### config.mk
export PLATFORM = sky130hd
export DESIGN_NAME = row_run_length_encoder_unit
export DESIGN_NICKNAME = d
export VERILOG_FILES = /design/src/rtl/rrle_pkg.sv /design/src/rtl/row_run_length_encoder_unit.sv /design/src/rtl/rrle_front.sv /design/src/rtl/rrle_queue.sv /design/src/rtl/rrle_back.sv
export SDC_FILE = /design/constraint.sdc
export NUM_CORES = 1
export LEC_CHECK = 0
export ABC_AREA = 1
export BUFFER_PORTS_ARGS = -buffer_cell sky130_fd_sc_hd__buf_4
export CAP_MARGIN = 30
export CORE_MARGIN = 10
export CORE_UTILIZATION = 40
export DETAILED_ROUTE_END_ITERATION = 7
export GPL_TIMING_DRIVEN = 1
export PLACE_DENSITY = 0.53
export SLEW_MARGIN = 5
export SYNTH_ARGS = -nofsm -noshare
export SYNTH_HDL_FRONTEND = slang
export SYNTH_SLANG_ARGS = --single-unit
export TNS_END_PERCENT = 1
### constraint.sdc
create_clock -name clk -period 7.2 [get_ports clk]
set_input_delay 0.72 -clock clk [delete_from_list [all_inputs] [get_ports clk]]
set_output_delay 0.72 -clock clk [all_outputs]
set_load 0.01 [all_outputs]
### src/rtl/rrle_pkg.sv
// Shared types and constants for the row run-length encoder.
package rrle_pkg;

  localparam int CFG_W = 11;
  localparam int PIX_W = 8;
  localparam int LEN_W = 8;

  localparam logic [LEN_W-1:0] RUN_LIMIT = 8'd255;
  localparam logic [CFG_W-1:0] SIZE_RESET = 11'd1024;

  typedef logic [0:0] cfg_index_t;
  localparam cfg_index_t REG_LINE_WIDTH   = 1'b0;
  localparam cfg_index_t REG_FRAME_HEIGHT = 1'b1;

  localparam int QDEPTH = 4;
  localparam int QPTR_W = 2;
  localparam int QCNT_W = 3;

  typedef struct packed {
    logic             brk_valid;
    logic [PIX_W-1:0] brk_value;
    logic [LEN_W-1:0] brk_len;
    logic             flush_valid;
    logic [PIX_W-1:0] flush_value;
    logic [LEN_W-1:0] flush_len;
    logic             frame_end;
  } job_t;

  typedef struct packed {
    logic valid;
    logic full;
  } qstat_t;

endpackage

### src/rtl/row_run_length_encoder_unit.sv
// Row run-length encoder top level: (value, run length) records from raster pixels.
// Takes one pixel per clock while full is low and writes one record per clock,
// when the output is empty or popped, to a single output word register. A pixel
// causes zero, one or two records (a broken run, then a row flush); its job passes
// through a four-entry queue, which absorbs the extra record of a two-record pixel.
// full rises only when that queue holds four jobs. Runs end at every row end and
// at 255 pixels. line_width and frame_height read 0 as 1 and clamp to
// MAX_WIDTH and MAX_HEIGHT.
module row_run_length_encoder_unit #(
  parameter int MAX_WIDTH  = 1024,
  parameter int MAX_HEIGHT = 1024
) (
  input  logic                       clk,
  input  logic                       rst,
  input  logic                       cfg_we,
  input  rrle_pkg::cfg_index_t       cfg_index,
  input  logic [rrle_pkg::CFG_W-1:0] cfg_data,
  input  logic                       push,
  output logic                       full,
  input  logic [rrle_pkg::PIX_W-1:0] pixel,
  output logic                       empty,
  input  logic                       pop,
  output logic [rrle_pkg::PIX_W-1:0] value,
  output logic [rrle_pkg::LEN_W-1:0] run_length,
  output logic                       row_end,
  output logic                       frame_end,
  output logic                       last_of_item
);
  import rrle_pkg::*;

  job_t   in_job;
  job_t   head_job;
  logic   job_push;
  logic   job_pop;
  qstat_t qstat;

  assign full = qstat.full;

  rrle_front #(
    .MAX_WIDTH  (MAX_WIDTH),
    .MAX_HEIGHT (MAX_HEIGHT)
  ) u_front (
    .clk       (clk),
    .rst       (rst),
    .cfg_we    (cfg_we),
    .cfg_index (cfg_index),
    .cfg_data  (cfg_data),
    .push      (push),
    .pixel     (pixel),
    .qstat     (qstat),
    .job_push  (job_push),
    .job       (in_job)
  );

  rrle_queue u_queue (
    .clk    (clk),
    .rst    (rst),
    .wr     (job_push),
    .wr_job (in_job),
    .rd     (job_pop),
    .rd_job (head_job),
    .qstat  (qstat)
  );

  rrle_back u_back (
    .clk          (clk),
    .rst          (rst),
    .qstat        (qstat),
    .job          (head_job),
    .job_pop      (job_pop),
    .pop          (pop),
    .empty        (empty),
    .value        (value),
    .run_length   (run_length),
    .row_end      (row_end),
    .frame_end    (frame_end),
    .last_of_item (last_of_item)
  );

endmodule

### src/rtl/rrle_front.sv
// Front end: configuration registers, run tracking and record classification.
module rrle_front #(
  parameter int MAX_WIDTH  = 1024,
  parameter int MAX_HEIGHT = 1024
) (
  input  logic                       clk,
  input  logic                       rst,
  input  logic                       cfg_we,
  input  rrle_pkg::cfg_index_t       cfg_index,
  input  logic [rrle_pkg::CFG_W-1:0] cfg_data,
  input  logic                       push,
  input  logic [rrle_pkg::PIX_W-1:0] pixel,
  input  rrle_pkg::qstat_t           qstat,
  output logic                       job_push,
  output rrle_pkg::job_t             job
);
  import rrle_pkg::*;

  localparam int CIW = (MAX_WIDTH > 1) ? $clog2(MAX_WIDTH) : 1;
  localparam int RIW = (MAX_HEIGHT > 1) ? $clog2(MAX_HEIGHT) : 1;
  localparam int WW  = ($clog2(MAX_WIDTH + 1) > CFG_W) ? $clog2(MAX_WIDTH + 1) : CFG_W;
  localparam int HW  = ($clog2(MAX_HEIGHT + 1) > CFG_W) ? $clog2(MAX_HEIGHT + 1) : CFG_W;

  logic [CFG_W-1:0] line_width;
  logic [CFG_W-1:0] frame_height;
  logic [PIX_W-1:0] run_value;
  logic [LEN_W-1:0] run_count;
  logic [CIW-1:0]   column_index;
  logic [RIW-1:0]   row_index;

  logic [WW-1:0]    w_eff;
  logic [HW-1:0]    h_eff;
  logic             take;
  logic             extend;
  logic             brk_valid;
  logic             row_done;
  logic             last_row;
  logic [PIX_W-1:0] run_value_next;
  logic [LEN_W-1:0] run_count_next;

  always_comb begin
    if (line_width == '0) begin
      w_eff = WW'(1);
    end else if (WW'(line_width) > WW'(MAX_WIDTH)) begin
      w_eff = WW'(MAX_WIDTH);
    end else begin
      w_eff = WW'(line_width);
    end
    if (frame_height == '0) begin
      h_eff = HW'(1);
    end else if (HW'(frame_height) > HW'(MAX_HEIGHT)) begin
      h_eff = HW'(MAX_HEIGHT);
    end else begin
      h_eff = HW'(frame_height);
    end
  end

  assign take      = push && !qstat.full;
  assign extend    = (run_count != '0) && (pixel == run_value) && (run_count != RUN_LIMIT);
  assign brk_valid = !extend && (run_count != '0);
  assign row_done  = (WW'(column_index) + WW'(1)) >= w_eff;
  assign last_row  = (HW'(row_index) + HW'(1)) >= h_eff;

  assign run_value_next = extend ? run_value : pixel;
  assign run_count_next = extend ? run_count + LEN_W'(1) : LEN_W'(1);

  assign job_push = take && (brk_valid || row_done);

  always_comb begin
    job.brk_valid   = brk_valid;
    job.brk_value   = run_value;
    job.brk_len     = run_count;
    job.flush_valid = row_done;
    job.flush_value = run_value_next;
    job.flush_len   = run_count_next;
    job.frame_end   = last_row;
  end

  always_ff @(posedge clk) begin
    if (rst) begin
      line_width   <= SIZE_RESET;
      frame_height <= SIZE_RESET;
    end else if (cfg_we) begin
      case (cfg_index)
        REG_LINE_WIDTH:   line_width   <= cfg_data;
        REG_FRAME_HEIGHT: frame_height <= cfg_data;
        default: ;
      endcase
    end
  end

  always_ff @(posedge clk) begin
    if (rst) begin
      run_value    <= '0;
      run_count    <= '0;
      column_index <= '0;
      row_index    <= '0;
    end else if (take) begin
      run_value <= run_value_next;
      if (row_done) begin
        run_count    <= '0;
        column_index <= '0;
        row_index    <= last_row ? '0 : RIW'(row_index + 1'b1);
      end else begin
        run_count    <= run_count_next;
        column_index <= CIW'(column_index + 1'b1);
      end
    end
  end

endmodule

### src/rtl/rrle_queue.sv
// Short job queue between front end and back end.
module rrle_queue (
  input  logic             clk,
  input  logic             rst,
  input  logic             wr,
  input  rrle_pkg::job_t   wr_job,
  input  logic             rd,
  output rrle_pkg::job_t   rd_job,
  output rrle_pkg::qstat_t qstat
);
  import rrle_pkg::*;

  job_t              slots [QDEPTH];
  logic [QPTR_W-1:0] wr_ptr;
  logic [QPTR_W-1:0] rd_ptr;
  logic [QCNT_W-1:0] count;
  logic              do_wr;
  logic              do_rd;

  assign qstat.valid = (count != '0);
  assign qstat.full  = (count == QCNT_W'(QDEPTH));
  assign do_wr       = wr && !qstat.full;
  assign do_rd       = rd && qstat.valid;
  assign rd_job      = slots[rd_ptr];

  always_ff @(posedge clk) begin
    if (do_wr) begin
      slots[wr_ptr] <= wr_job;
    end
  end

  always_ff @(posedge clk) begin
    if (rst) begin
      wr_ptr <= '0;
      rd_ptr <= '0;
      count  <= '0;
    end else begin
      if (do_wr) begin
        wr_ptr <= wr_ptr + 1'b1;
      end
      if (do_rd) begin
        rd_ptr <= rd_ptr + 1'b1;
      end
      case ({do_wr, do_rd})
        2'b10:   count <= count + 1'b1;
        2'b01:   count <= count - 1'b1;
        default: count <= count;
      endcase
    end
  end

endmodule

### src/rtl/rrle_back.sv
// Back end: splits each job into records and holds the output word.
module rrle_back (
  input  logic                       clk,
  input  logic                       rst,
  input  rrle_pkg::qstat_t           qstat,
  input  rrle_pkg::job_t             job,
  output logic                       job_pop,
  input  logic                       pop,
  output logic                       empty,
  output logic [rrle_pkg::PIX_W-1:0] value,
  output logic [rrle_pkg::LEN_W-1:0] run_length,
  output logic                       row_end,
  output logic                       frame_end,
  output logic                       last_of_item
);
  import rrle_pkg::*;

  logic out_valid;
  logic phase;
  logic load;
  logic send_brk;

  assign empty    = !out_valid;
  assign load     = !out_valid || pop;
  assign send_brk = job.brk_valid && !phase;
  assign job_pop  = load && qstat.valid && !(send_brk && job.flush_valid);

  always_ff @(posedge clk) begin
    if (rst) begin
      out_valid <= 1'b0;
      phase     <= 1'b0;
    end else if (load) begin
      out_valid <= qstat.valid;
      if (qstat.valid) begin
        phase <= send_brk && job.flush_valid;
      end
    end
  end

  always_ff @(posedge clk) begin
    if (load && qstat.valid) begin
      if (send_brk) begin
        value        <= job.brk_value;
        run_length   <= job.brk_len;
        row_end      <= 1'b0;
        frame_end    <= 1'b0;
        last_of_item <= !job.flush_valid;
      end else begin
        value        <= job.flush_value;
        run_length   <= job.flush_len;
        row_end      <= 1'b1;
        frame_end    <= job.frame_end;
        last_of_item <= 1'b1;
      end
    end
  end

  a_frame_has_row: assert property (@(posedge clk) disable iff (rst)
    !empty && frame_end |-> row_end)
    else $error("frame_end without row_end");

  a_row_is_last: assert property (@(posedge clk) disable iff (rst)
    !empty && row_end |-> last_of_item)
    else $error("row flush not marked last");

  a_phase_holds_job: assert property (@(posedge clk) disable iff (rst)
    phase |-> qstat.valid && job.flush_valid)
    else $error("second record pending without its job");

endmodule
Word-level counts from Yosys, hierarchy flattened
Memories as Yosys holds them, arrays and structs flattened. A register that Yosys moved wholly into a read port is not among the register bits.
Cells that the tools add are included.
{"block": "op_classes", "bitwise_logic": 1, "reduce_logical": 28, "addsub": 9, "order_cmp": 4, "n_eq_ne": 5, "mux": 17}
{"cell": "11-bit 2-to-1 mux", "n": 4}
{"cell": "8-bit 2-to-1 mux", "n": 5}
{"cell": "10-bit by 1-bit adder with 11-bit output (second input constant)", "n": 2}
{"cell": "11-bit >= comparator", "n": 2}
{"cell": "11-bit > comparator (second input constant)", "n": 2}
{"cell": "11-bit logical NOT", "n": 2}
{"cell": "10-bit by 1-bit adder with 10-bit output (second input constant)", "n": 2}
{"cell": "10-bit 2-to-1 mux", "n": 2}
{"cell": "1-bit logical AND", "n": 11}
{"cell": "8-bit by 1-bit adder with 8-bit output (second input constant)", "n": 1}
{"cell": "8-bit == test", "n": 1}
{"cell": "8-bit inequality test (second input constant)", "n": 1}
{"cell": "2-bit AND reduction", "n": 4}
{"cell": "8-bit nonzero test", "n": 1}
{"cell": "1-bit logical NOT", "n": 6}
{"cell": "3-bit one-hot mux with 2 select lines", "n": 1}
{"cell": "2-bit by 1-bit adder with 2-bit output (second input constant)", "n": 2}
{"cell": "2-bit 2-to-1 mux", "n": 2}
{"cell": "3-bit by 1-bit adder with 3-bit output (second input constant)", "n": 1}
{"cell": "3-bit == test (second input constant)", "n": 1}
{"cell": "1-bit 2-to-1 mux", "n": 3}
{"cell": "3-bit nonzero test", "n": 1}
{"cell": "3-bit by 1-bit subtractor with 3-bit output (second input constant)", "n": 1}
{"cell": "2-bit by 1-bit == test with 1-bit output (second input constant)", "n": 1}
{"cell": "4 further kinds", "n": 5}
{"block": "totals", "ramBits": 140, "out_inout_bits": 21, "register_bits": 86, "n_memories": 1, "wordCells": 81, "in_bits": 25}
{"memory": "u_queue.slots", "words": 4, "word_bits": 35, "read_ports": 1, "rd_clocked_by_memory_dff": 1, "write_ports": 1, "line_no": "rrle_queue.sv:13", "rtl": "job_t slots [QDEPTH];"}

Longest topological paths before layout
Gate-level depths: netlist (run 1).
{"block": "depth", "depth_word": 10, "mapped_depth": 21, "depth_no_buf": 21}

Cells and area by module
A second synthesis (run 1) with hierarchy kept.
{"block": "hier_totals", "hier_cells": 1085, "hier_area_um2": 10316.1}
{"module": "rrle_queue", "area_each_um2": 5646.7, "cells_per_inst": 407, "n_inst": 1, "seq_area_each_um2": 4384.2}
{"module": "rrle_front", "area_each_um2": 3766.1, "cells_per_inst": 588, "n_inst": 1, "seq_area_each_um2": 1161.1}
{"module": "rrle_back", "area_each_um2": 903.4, "cells_per_inst": 90, "n_inst": 1, "seq_area_each_um2": 610.6}

Worst setup path before layout (run 1)
No wires, ideal clock.
{"block": "synth_timing", "path_type": "reg2reg", "start": "reg u_front.column_index[0]", "end": "mem u_queue.slots[0][0] (netlist name) (enable)", "setup_time_ns": 0.427, "path_stages_with_launch": 16, "arrival_time_ns": 3.446, "path_slack_ns": 3.327, "t_required_ns": 6.773, "synth_period_minus_slack_ns": 3.873, "n_path_buf": 0, "cell_sequence": "dfxtp_1 -> ha_1 -> nand3_1 -> nor2_1 -> nand4_1 -> nand2_1 -> inv_1 -> ha_1 -> inv_1 -> nor2_1 -> nand3_1 -> nand2_1 -> clkinv_2 -> nand3_4 -> o21ai_4 -> nor2_1"}
{"element": "start, declared", "line_no": "rrle_front.sv:28", "rtl": "logic [CIW-1:0] column_index;"}
{"element": "start signal, assigned", "line_no": "rrle_front.sv:106", "rtl": "column_index <= CIW'(column_index + 1'b1);"}
{"element": "end, declared", "line_no": "rrle_queue.sv:13"}

==> metrics.md, run 1 <==
| Metric | Value |
|---|---|
| Syn Inst Count | `1054` |
| WS Path Type | `flop to flop` |
| Slew margin rel. | `38.7%` |
| IO buf count | `45` |
| Tcrit/Tclk final | `51.9%` |
| Fillers | `between 2000 and 2500` |
| Final slew viol count | `0` |
| Power Total | `0.00387 W` |
| Worst Reg-to-Reg Cells | `21` |
| Worst ir drop on vdd | `between 0.0001 and 0.00015 V` |
| Crit path to | `u_queue.count[2]$_SDFFE_PP0P_` |
| Startpoint Class | `flop` |
| Post-CTS setup buffer count | `0` |
| Final WL | `22.3 mm` |
| Net Sw Frac | `30.6%` |
| Final Instance Area | `between 0.01 and 0.015 mm²` |
| Skew final | `0.00879 ns` |
| Synthesis-to-finish area growth | `14.1%` |
| ANT nets after route | `0` |
| Final setup vio count | `0` |
| Most frequent cell on the critical path | `nand2_1` |
| Clk pwr share | `roughly a third` |
| Worst slack, placed | `around 3.5 ns` |
| Yosys cell types | `44` |
| Tot GR Track Use | `13.4%` |
| Dpl hpwl | `between 10 and 15 mm` |
| Fmax | `268 MHz` |
| Setup WS post-layout | `3.46 ns` |
| Period minus WS final | `~3.7 ns` |
| PwrDens | `~330 mW/mm²` |
| Post-DP Area | `0.0109 mm²` |
| Pin count of the biggest net entering global routing | `51` |
| Clk slew on worst S/H paths | `~0.060 ns` |
| R2R setup slack | `3.46 ns` |
| Crit path depth | `21` |
| Mean Syn Cell Area | `9.71 µm²` |
| Mapped Area | `just over 0.01 mm²` |
| Register area | `0.00616 mm²` |
| Comb power frac | `between 20% and 30%` |
| Yosys warns | `0` |
| H-tree depth | `1` |
| DRT Pass-1 Iters | `5` |
| Die Ht | `about 180 µm` |
| Slew @ Worst Pin | `roughly 0.9 ns` |
| RR Endpoint | `u_queue.count[2]$_SDFFE_PP0P_` |
| RSZ-0062 raised after global routing | `no` |
| Crit path max-delay family | `adder cells` |
| Hold Violations, Final | `0` |
| Std cell rows | `58` |
| Core area | `0.0252 mm²` |
| Antenna Cells | `0` |
| First-pass GRT wire length | `36.3 mm` |
| Hold WS | `around 0.43 ns` |
| Vias in the first global route | `7003` |
| Root Buffer | `clkbuf_16` |
| Nets@finish | `~1100` |
| Pint | `around 0.0027 W` |
| Post-synth net total | `1111` |
| Crit path max-delay cell type | `dfxtp_1` |
| Die width | `180 µm` |
| Vias | `7060` |
| CTS tree | `built` |
| Status | `complete, no violations` |
| Critical-path cell list | `ha_1 > nand3_1 > nor2_1 > nand4_1 > nand2_1 > inv_1 > ha_1 > nand2_1 > nand2_1 > a21oi_2 > nand2_1 > clkinv_2 > nand3_4 > o21ai_4 > ha_1 > inv_1 > fa_1 > a21oi_1 > o21ai_0 > o21ai_0 > a21oi_1` |
| Gpl congestion | `0.791` |
| CP Data Arrival Time | `4.12 ns` |
| Initial Util | `40.6%` |
| CP max stage delay | `0.40 ns` |
| Total net switching power | `0.00118 W` |
| Hold-fix buffer count after cts | `0` |
| # DRC | `0` |
| Top-area cell type share of the netlist area | `46.7%` |
| Clock Latency Late Sink | `just over 0.5 ns` |
| Leak pwr | `approximately 4.5 nW` |
| # Max-Cap Violations | `0` |
| RR Startpoint | `u_front.column_index[0]$_SDFFE_PP0P_` |
| Biggest area consumer among synthesized cells | `edfxtp_1` |
| Wirelength per Cell | `between 15 and 20 µm` |
| Sequential cell area fraction in the yosys report | `60.2%` |
| DRT iter0 DRCs | `around 330` |
| Top area cells in the synthesized netlist | `edfxtp_1 47%, dfxtp_1 14%, nor2_1 8.3%` |
| Fraction of layout cells with a size suffix above 1 | `around an eighth` |
| Crit path launch | `u_front.column_index[0]$_SDFFE_PP0P_` |
| Seq pwr share | `a little over two fifths` |
| IO Pins | `46` |
| Footprint of the multi-input gates | `0.00354 mm²` |
| Nature of the critical path endpoint | `flop` |
| Area of the die | `between 0.03 and 0.04 mm²` |
| Clk sinks | `approximately 230` |
| Initial antenna violation count | `0` |
| CTS buffer count | `24` |
| Worst EP required | `around 7.6 ns` |
| Worst min path class | `input pin to flop` |
| # resized after CTS | `0` |
| Global route total overflow | `0` |
| Crit Path Max Fanout | `9` |
| CTS Buffer Depth | `3` |
| Via-to-Cell Ratio | `4.93` |
| Post-Route Setup TNS | `0 ns` |
| Register bit total from synthesis | `between 200 and 250` |
| Crit path buffers/inverters | `3` |
-- final cells by class --
class,instances,area share (%)
Inverter,89,2.88
Multi-Input combinational cell,688,30.3
Tap cell,330,3.54
Clock inverter,8,0.965
Clock buffer,35,5.86
Sequential cell,228,52.7
Timing Repair Buffer,55,3.71
-- how the worst min path moves through the flow --
| stage | endpoint | startpoint | slack (ns) | cells past startpoint |
|---|---|---|---|---|
| 2_1_floorplan | u_front.column_index[9]$_SDFFE_PP0P_ | u_front.column_index[9]$_SDFFE_PP0P_ | 0.44 | 2 |
| 3_3_place_gp | u_front.column_index[9]$_SDFFE_PP0P_ | u_front.column_index[9]$_SDFFE_PP0P_ | 0.46 | 2 |
| 3_5_place_dp | u_front.column_index[9]$_SDFFE_PP0P_ | u_front.column_index[9]$_SDFFE_PP0P_ | 0.46 | 2 |
| 4_1_cts | u_queue.slots[3][10]$_DFFE_PP_ | pixel[1] | 0.42 | 1 |
| 5_1_grt | u_queue.slots[3][10]$_DFFE_PP_ | pixel[1] | 0.42 | 1 |
| 6_report | u_queue.slots[3][10]$_DFFE_PP_ | pixel[1] | 0.43 | 1 |
-- sequential cells by signal, indices dropped and copies added (netlist names), 3 cells and up, named ones only --
signal	cells
u_back.run_length	8
u_front.line_width	11
u_front.run_count	8
u_back.value	8
u_queue.slots	140
u_front.frame_height	11
u_front.run_value	8
u_queue.count	3
u_front.row_index	10
u_front.column_index	10
-- power groups by stage --
stage | Combinational, W | Sequential [W] | Clock [W]
2_1_floorplan | 0.000619 | 0.00170 | 0
3_3_place_gp | 0.000918 | 0.00173 | 0
3_5_place_dp | 0.000955 | 0.00173 | 0
4_1_cts | 0.000957 | 0.00170 | 0.00127
5_1_grt | 0.00105 | 0.00171 | 0.00133
6_report | 0.000933 | 0.00170 | 0.00124
-- synth_stat cells, drive strengths merged --
cell / count
inv: 86
xnor2: 7
a31oi: 17
o211ai: 2
a31o: 1
nor3: 4
and2: 1
nand2: 166
clkinv: 3
clkbuf: 25
o21ai: 105
ha: 31
a21o: 1
a22oi: 1
nor2: 235
o22ai: 17
fa: 1
nand4: 6
nand3b: 1
nand3: 24
a21oi: 52
dfxtp: 69
xor2: 13
buf: 24
o31ai: 1
nor4: 2
edfxtp: 159
-- kinds of logic after synthesis --
| family | Yosys count | share of synthesized area, % |
|---|---|---|
| xor+xnor | 20 | 1.71 |
| flops | 228 | 60.2 |
| buf+inv | 138 | 5.69 |
| compound gates | 197 | 10.5 |
| simple gates | 439 | 18.0 |
| fa+ha+maj | 32 | 3.99 |
-- cell usage in the layout (no fill, tap or decap), types with 5 or more instances in the layout --
cell	instances
nor2_1	222
nand2_1	160
edfxtp_1	159
o21ai_0	100
inv_1	75
dfxtp_1	68
buf_4	54
a21oi_1	48
ha_1	31
clkbuf_16	25
nand3_1	21
o22ai_1	17
a31oi_1	16
xor2_1	13
inv_2	11
xnor2_1	7
clkbuf_1	7
nor2_4	6
nand4_1	6
clkinv_2	5
nand2_2	5
-- metrics by stage --
stage	util [%]	std cells
final	46.4	1433
after global routing	46.4	1433
after CTS	46.4	1433
after detailed placement	43.2	1390
after global placement	43.1	1389
after floorplan	-	1054
-- layer usage --
layer  global-route usage, %  wire, µm  up-vias
met5                       0         0        -
met4                    3.24       325        0
met3                    2.15       862       21
met2                    23.7     10900      117
met1                    16.8     10200     3318
li1                        -         -     3604
(Power assumes the default switching activity.)
==> run 2, diff against run 1 <==
Settings changed: PLACE_DENSITY 0.53 to 0.55.
Clock period 7.2 ns to 3.4 ns, I/O delays scaled along.
==> metrics.md, run 2 (synthesized netlist as in run 1, its figures left out) <==
| Metric | Value |
|---|---|
| Status | `complete, no violations` |
| Dpl hpwl | `13.8 mm` |
| Footprint of the multi-input gates | `0.00359 mm²` |
| Crit path max-delay family | `adder cells` |
| Leak pwr | `4.56 nW` |
| # DRC | `0` |
| First-pass GRT wire length | `36.6 mm` |
| Biggest regs | `u_queue.slots (140), u_front.frame_height (11), u_front.line_width (11)` |
| Fillers | `about 2300` |
| Initial Util | `slightly above 40%` |
| Power Total | `about 0.008 W` |
| ANT nets after route | `0` |
| Worst ir drop on vdd | `0.000465 V` |
| Worst EP required | `approximately 3.8 ns` |
| Initial antenna violation count | `0` |
| Antenna Cells | `0` |
| Most frequent cells in the layout | `220 x nor2_1, 160 x nand2_1, 159 x edfxtp_1` |
| Crit path buffers/inverters | `2` |
| Critical-path cell list | `ha_2 > nand3_2 > nor2_4 > xor2_1 > ha_1 > nand2_1 > inv_1 > nand2_1 > nand2_1 > nand2_1 > nand3_4 > o21ai_4 > ha_1 > inv_1 > fa_2 > a21oi_2 > o21ai_1 > o21ai_1 > a21oi_1` |
| GR Util met3 | `2.35%` |
| Hold Violations, Final | `0` |
| Final Instance Area | `approximately 0.012 mm²` |
| Worst slack, placed | `0.0863 ns` |
| Clk slew on worst S/H paths | `0.06 ns` |
| Period minus WS final | `3.11 ns` |
| CTS Buffer Depth | `3` |
| Setup WS post-layout | `0.288 ns` |
| Global route total overflow | `0` |
| Final setup vio count | `0` |
| Clk sinks | `about 230` |
| Fraction of layout cells with a size suffix above 1 | `13.8%` |
| Startpoint Class | `flop` |
| Skew final | `0.0164 ns` |
| Met2 GRT Util | `24.2%` |
| Most flops, register | `u_queue.slots` |
| IO Pins | `between 40 and 50` |
| Nets@finish | `between 1000 and 1500` |
| PwrDens | `687 mW/mm²` |
| # Max-Cap Violations | `0` |
| Worst min path class | `input pin to flop` |
| Die Ht | `roughly 180 µm` |
| GRT Max-Usage Layer | `met2` |
| Global Route met1 Usage | `16.4%` |
| Vias | `just over 7000` |
| Max reg flops | `140` |
| Tcrit/Tclk final | `91.5%` |
| H-tree depth | `1` |
| DRT iter0 DRCs | `roughly 320` |
| Fmax | `approximately 320 MHz` |
| Slew @ Worst Pin | `around 0.73 ns` |
| CP max stage delay | `0.38 ns` |
| Area of the die | `0.0324 mm²` |
| Nature of the critical path endpoint | `flop` |
| CTS buffer count | `25` |
| Crit Path Max Fanout | `3` |
| CTS tree | `built` |
| Post-DP Area | `0.0110 mm²` |
| Std cell rows | `58` |
| Gpl congestion | `0.794` |
| Final WL | `22.4 mm` |
| Core area | `0.0252 mm²` |
| Final slew viol count | `0` |
| Via-to-Cell Ratio | `4.90` |
| Root Buffer | `clkbuf_16` |
| Pin count of the biggest net entering global routing | `49` |
| DRT Pass-1 Iters | `4` |
| Die width | `~180 µm` |
| Crit path max-delay cell type | `fa_2` |
| Synthesis-to-finish area growth | `15.2%` |
| CP Data Arrival Time | `3.52 ns` |
| Vias in the first global route | `roughly 7000` |
| Wirelength per Cell | `15.5 µm` |
| Register area | `0.00616 mm²` |
| IO buf count | `45` |
| Most frequent cell on the critical path | `nand2_1` |
| Most common cell after layout, fill and taps aside | `nor2_1` |
| WS Path Type | `flop to flop` |
| Clock Latency Late Sink | `0.53 ns` |
| Tot GR Track Use | `13.5%` |
| Slew margin rel. | `around half` |
## run 2: cell types whose count changed in the layout (fill, tap and decap cells not counted), moves of 3 or more
cell and change:
buf_4 +5, clkbuf_8 +3, buf_12 +4, bufinv_16 -3
## run 2: power breakdown
group,total (W),leakage (nW),switching (W),internal (W)
Clock,0.00254,0.373,0.00106,0.00148
Sequential,0.00353,2.09,0.000160,0.00337
Combinational,0.00204,2.10,0.00135,0.000693
## run 2: final timing paths
path | from | to | slack, ns | cells past startpoint
worst max-delay path | u_front.column_index[1]$_SDFFE_PP0P_ | u_queue.count[2]$_SDFFE_PP0P_ | 0.29 | 19
worst min-delay path | pixel[6] | u_queue.slots[2][15]$_DFFE_PP_ | 0.03 | 1
worst max register to register | u_front.column_index[1]$_SDFFE_PP0P_ | u_queue.count[2]$_SDFFE_PP0P_ | 0.29 | 19
worst min register to register | u_front.column_index[9]$_SDFFE_PP0P_ | u_front.column_index[9]$_SDFFE_PP0P_ | 0.46 | 2
## run 2: per-stage QoR
stage               hold WS (ns)  utilization [%]  TNS, ns  std cells
detailed placement         0.462             43.5        0       1396
CTS                       0.0139             46.5        0       1439
finish                    0.0343             46.8        0       1441
global placement           0.454             43.5        0       1396
global route              0.0251             46.8  -0.0698       1441
floorplan                  0.444                -   -66.27       1054
## run 2: worst register-to-register path, stage by stage (launching register included)
cell and delay (ns):
dfxtp_2 0.35, ha_2 0.19, nand3_2 0.12, nor2_4 0.15, xor2_1 0.25, ha_1 0.29, nand2_1 0.10, inv_1 0.04
nand2_1 0.05, nand2_1 0.05, nand2_1 0.10, nand3_4 0.10, o21ai_4 0.17, ha_1 0.16, inv_1 0.08, fa_2 0.38
a21oi_2 0.14, o21ai_1 0.09, o21ai_1 0.14, a21oi_1 0.06
## run 2: layout make-up
cell class | count | area share [%]
Multi-Input combinational cell | 688 | 30.5
Sequential cell | 228 | 52.2
Tap cell | 330 | 3.50
Clock buffer | 39 | 6.21
Timing Repair Buffer | 63 | 4.44
Inverter | 89 | 2.85
Clock inverter | 4 | 0.308
## run 2: timing repair
| item | 4_1_cts | 5_1_grt |
|---|---|---|
| gates resized for setup | 0 | 15 |
| hold buffers | 0 | 0 |
| setup buffers | 0 | 2 |
| endpoints found under the setup margin | 0 | 2 |
| hold endpoints to repair | 0 | 0 |
## run 2: layer usage
layer,share of wire [%],wire length (µm)
met5,0,0
met3,3.5,780
met1,45,10100
met2,49,11000
met4,2.0,455
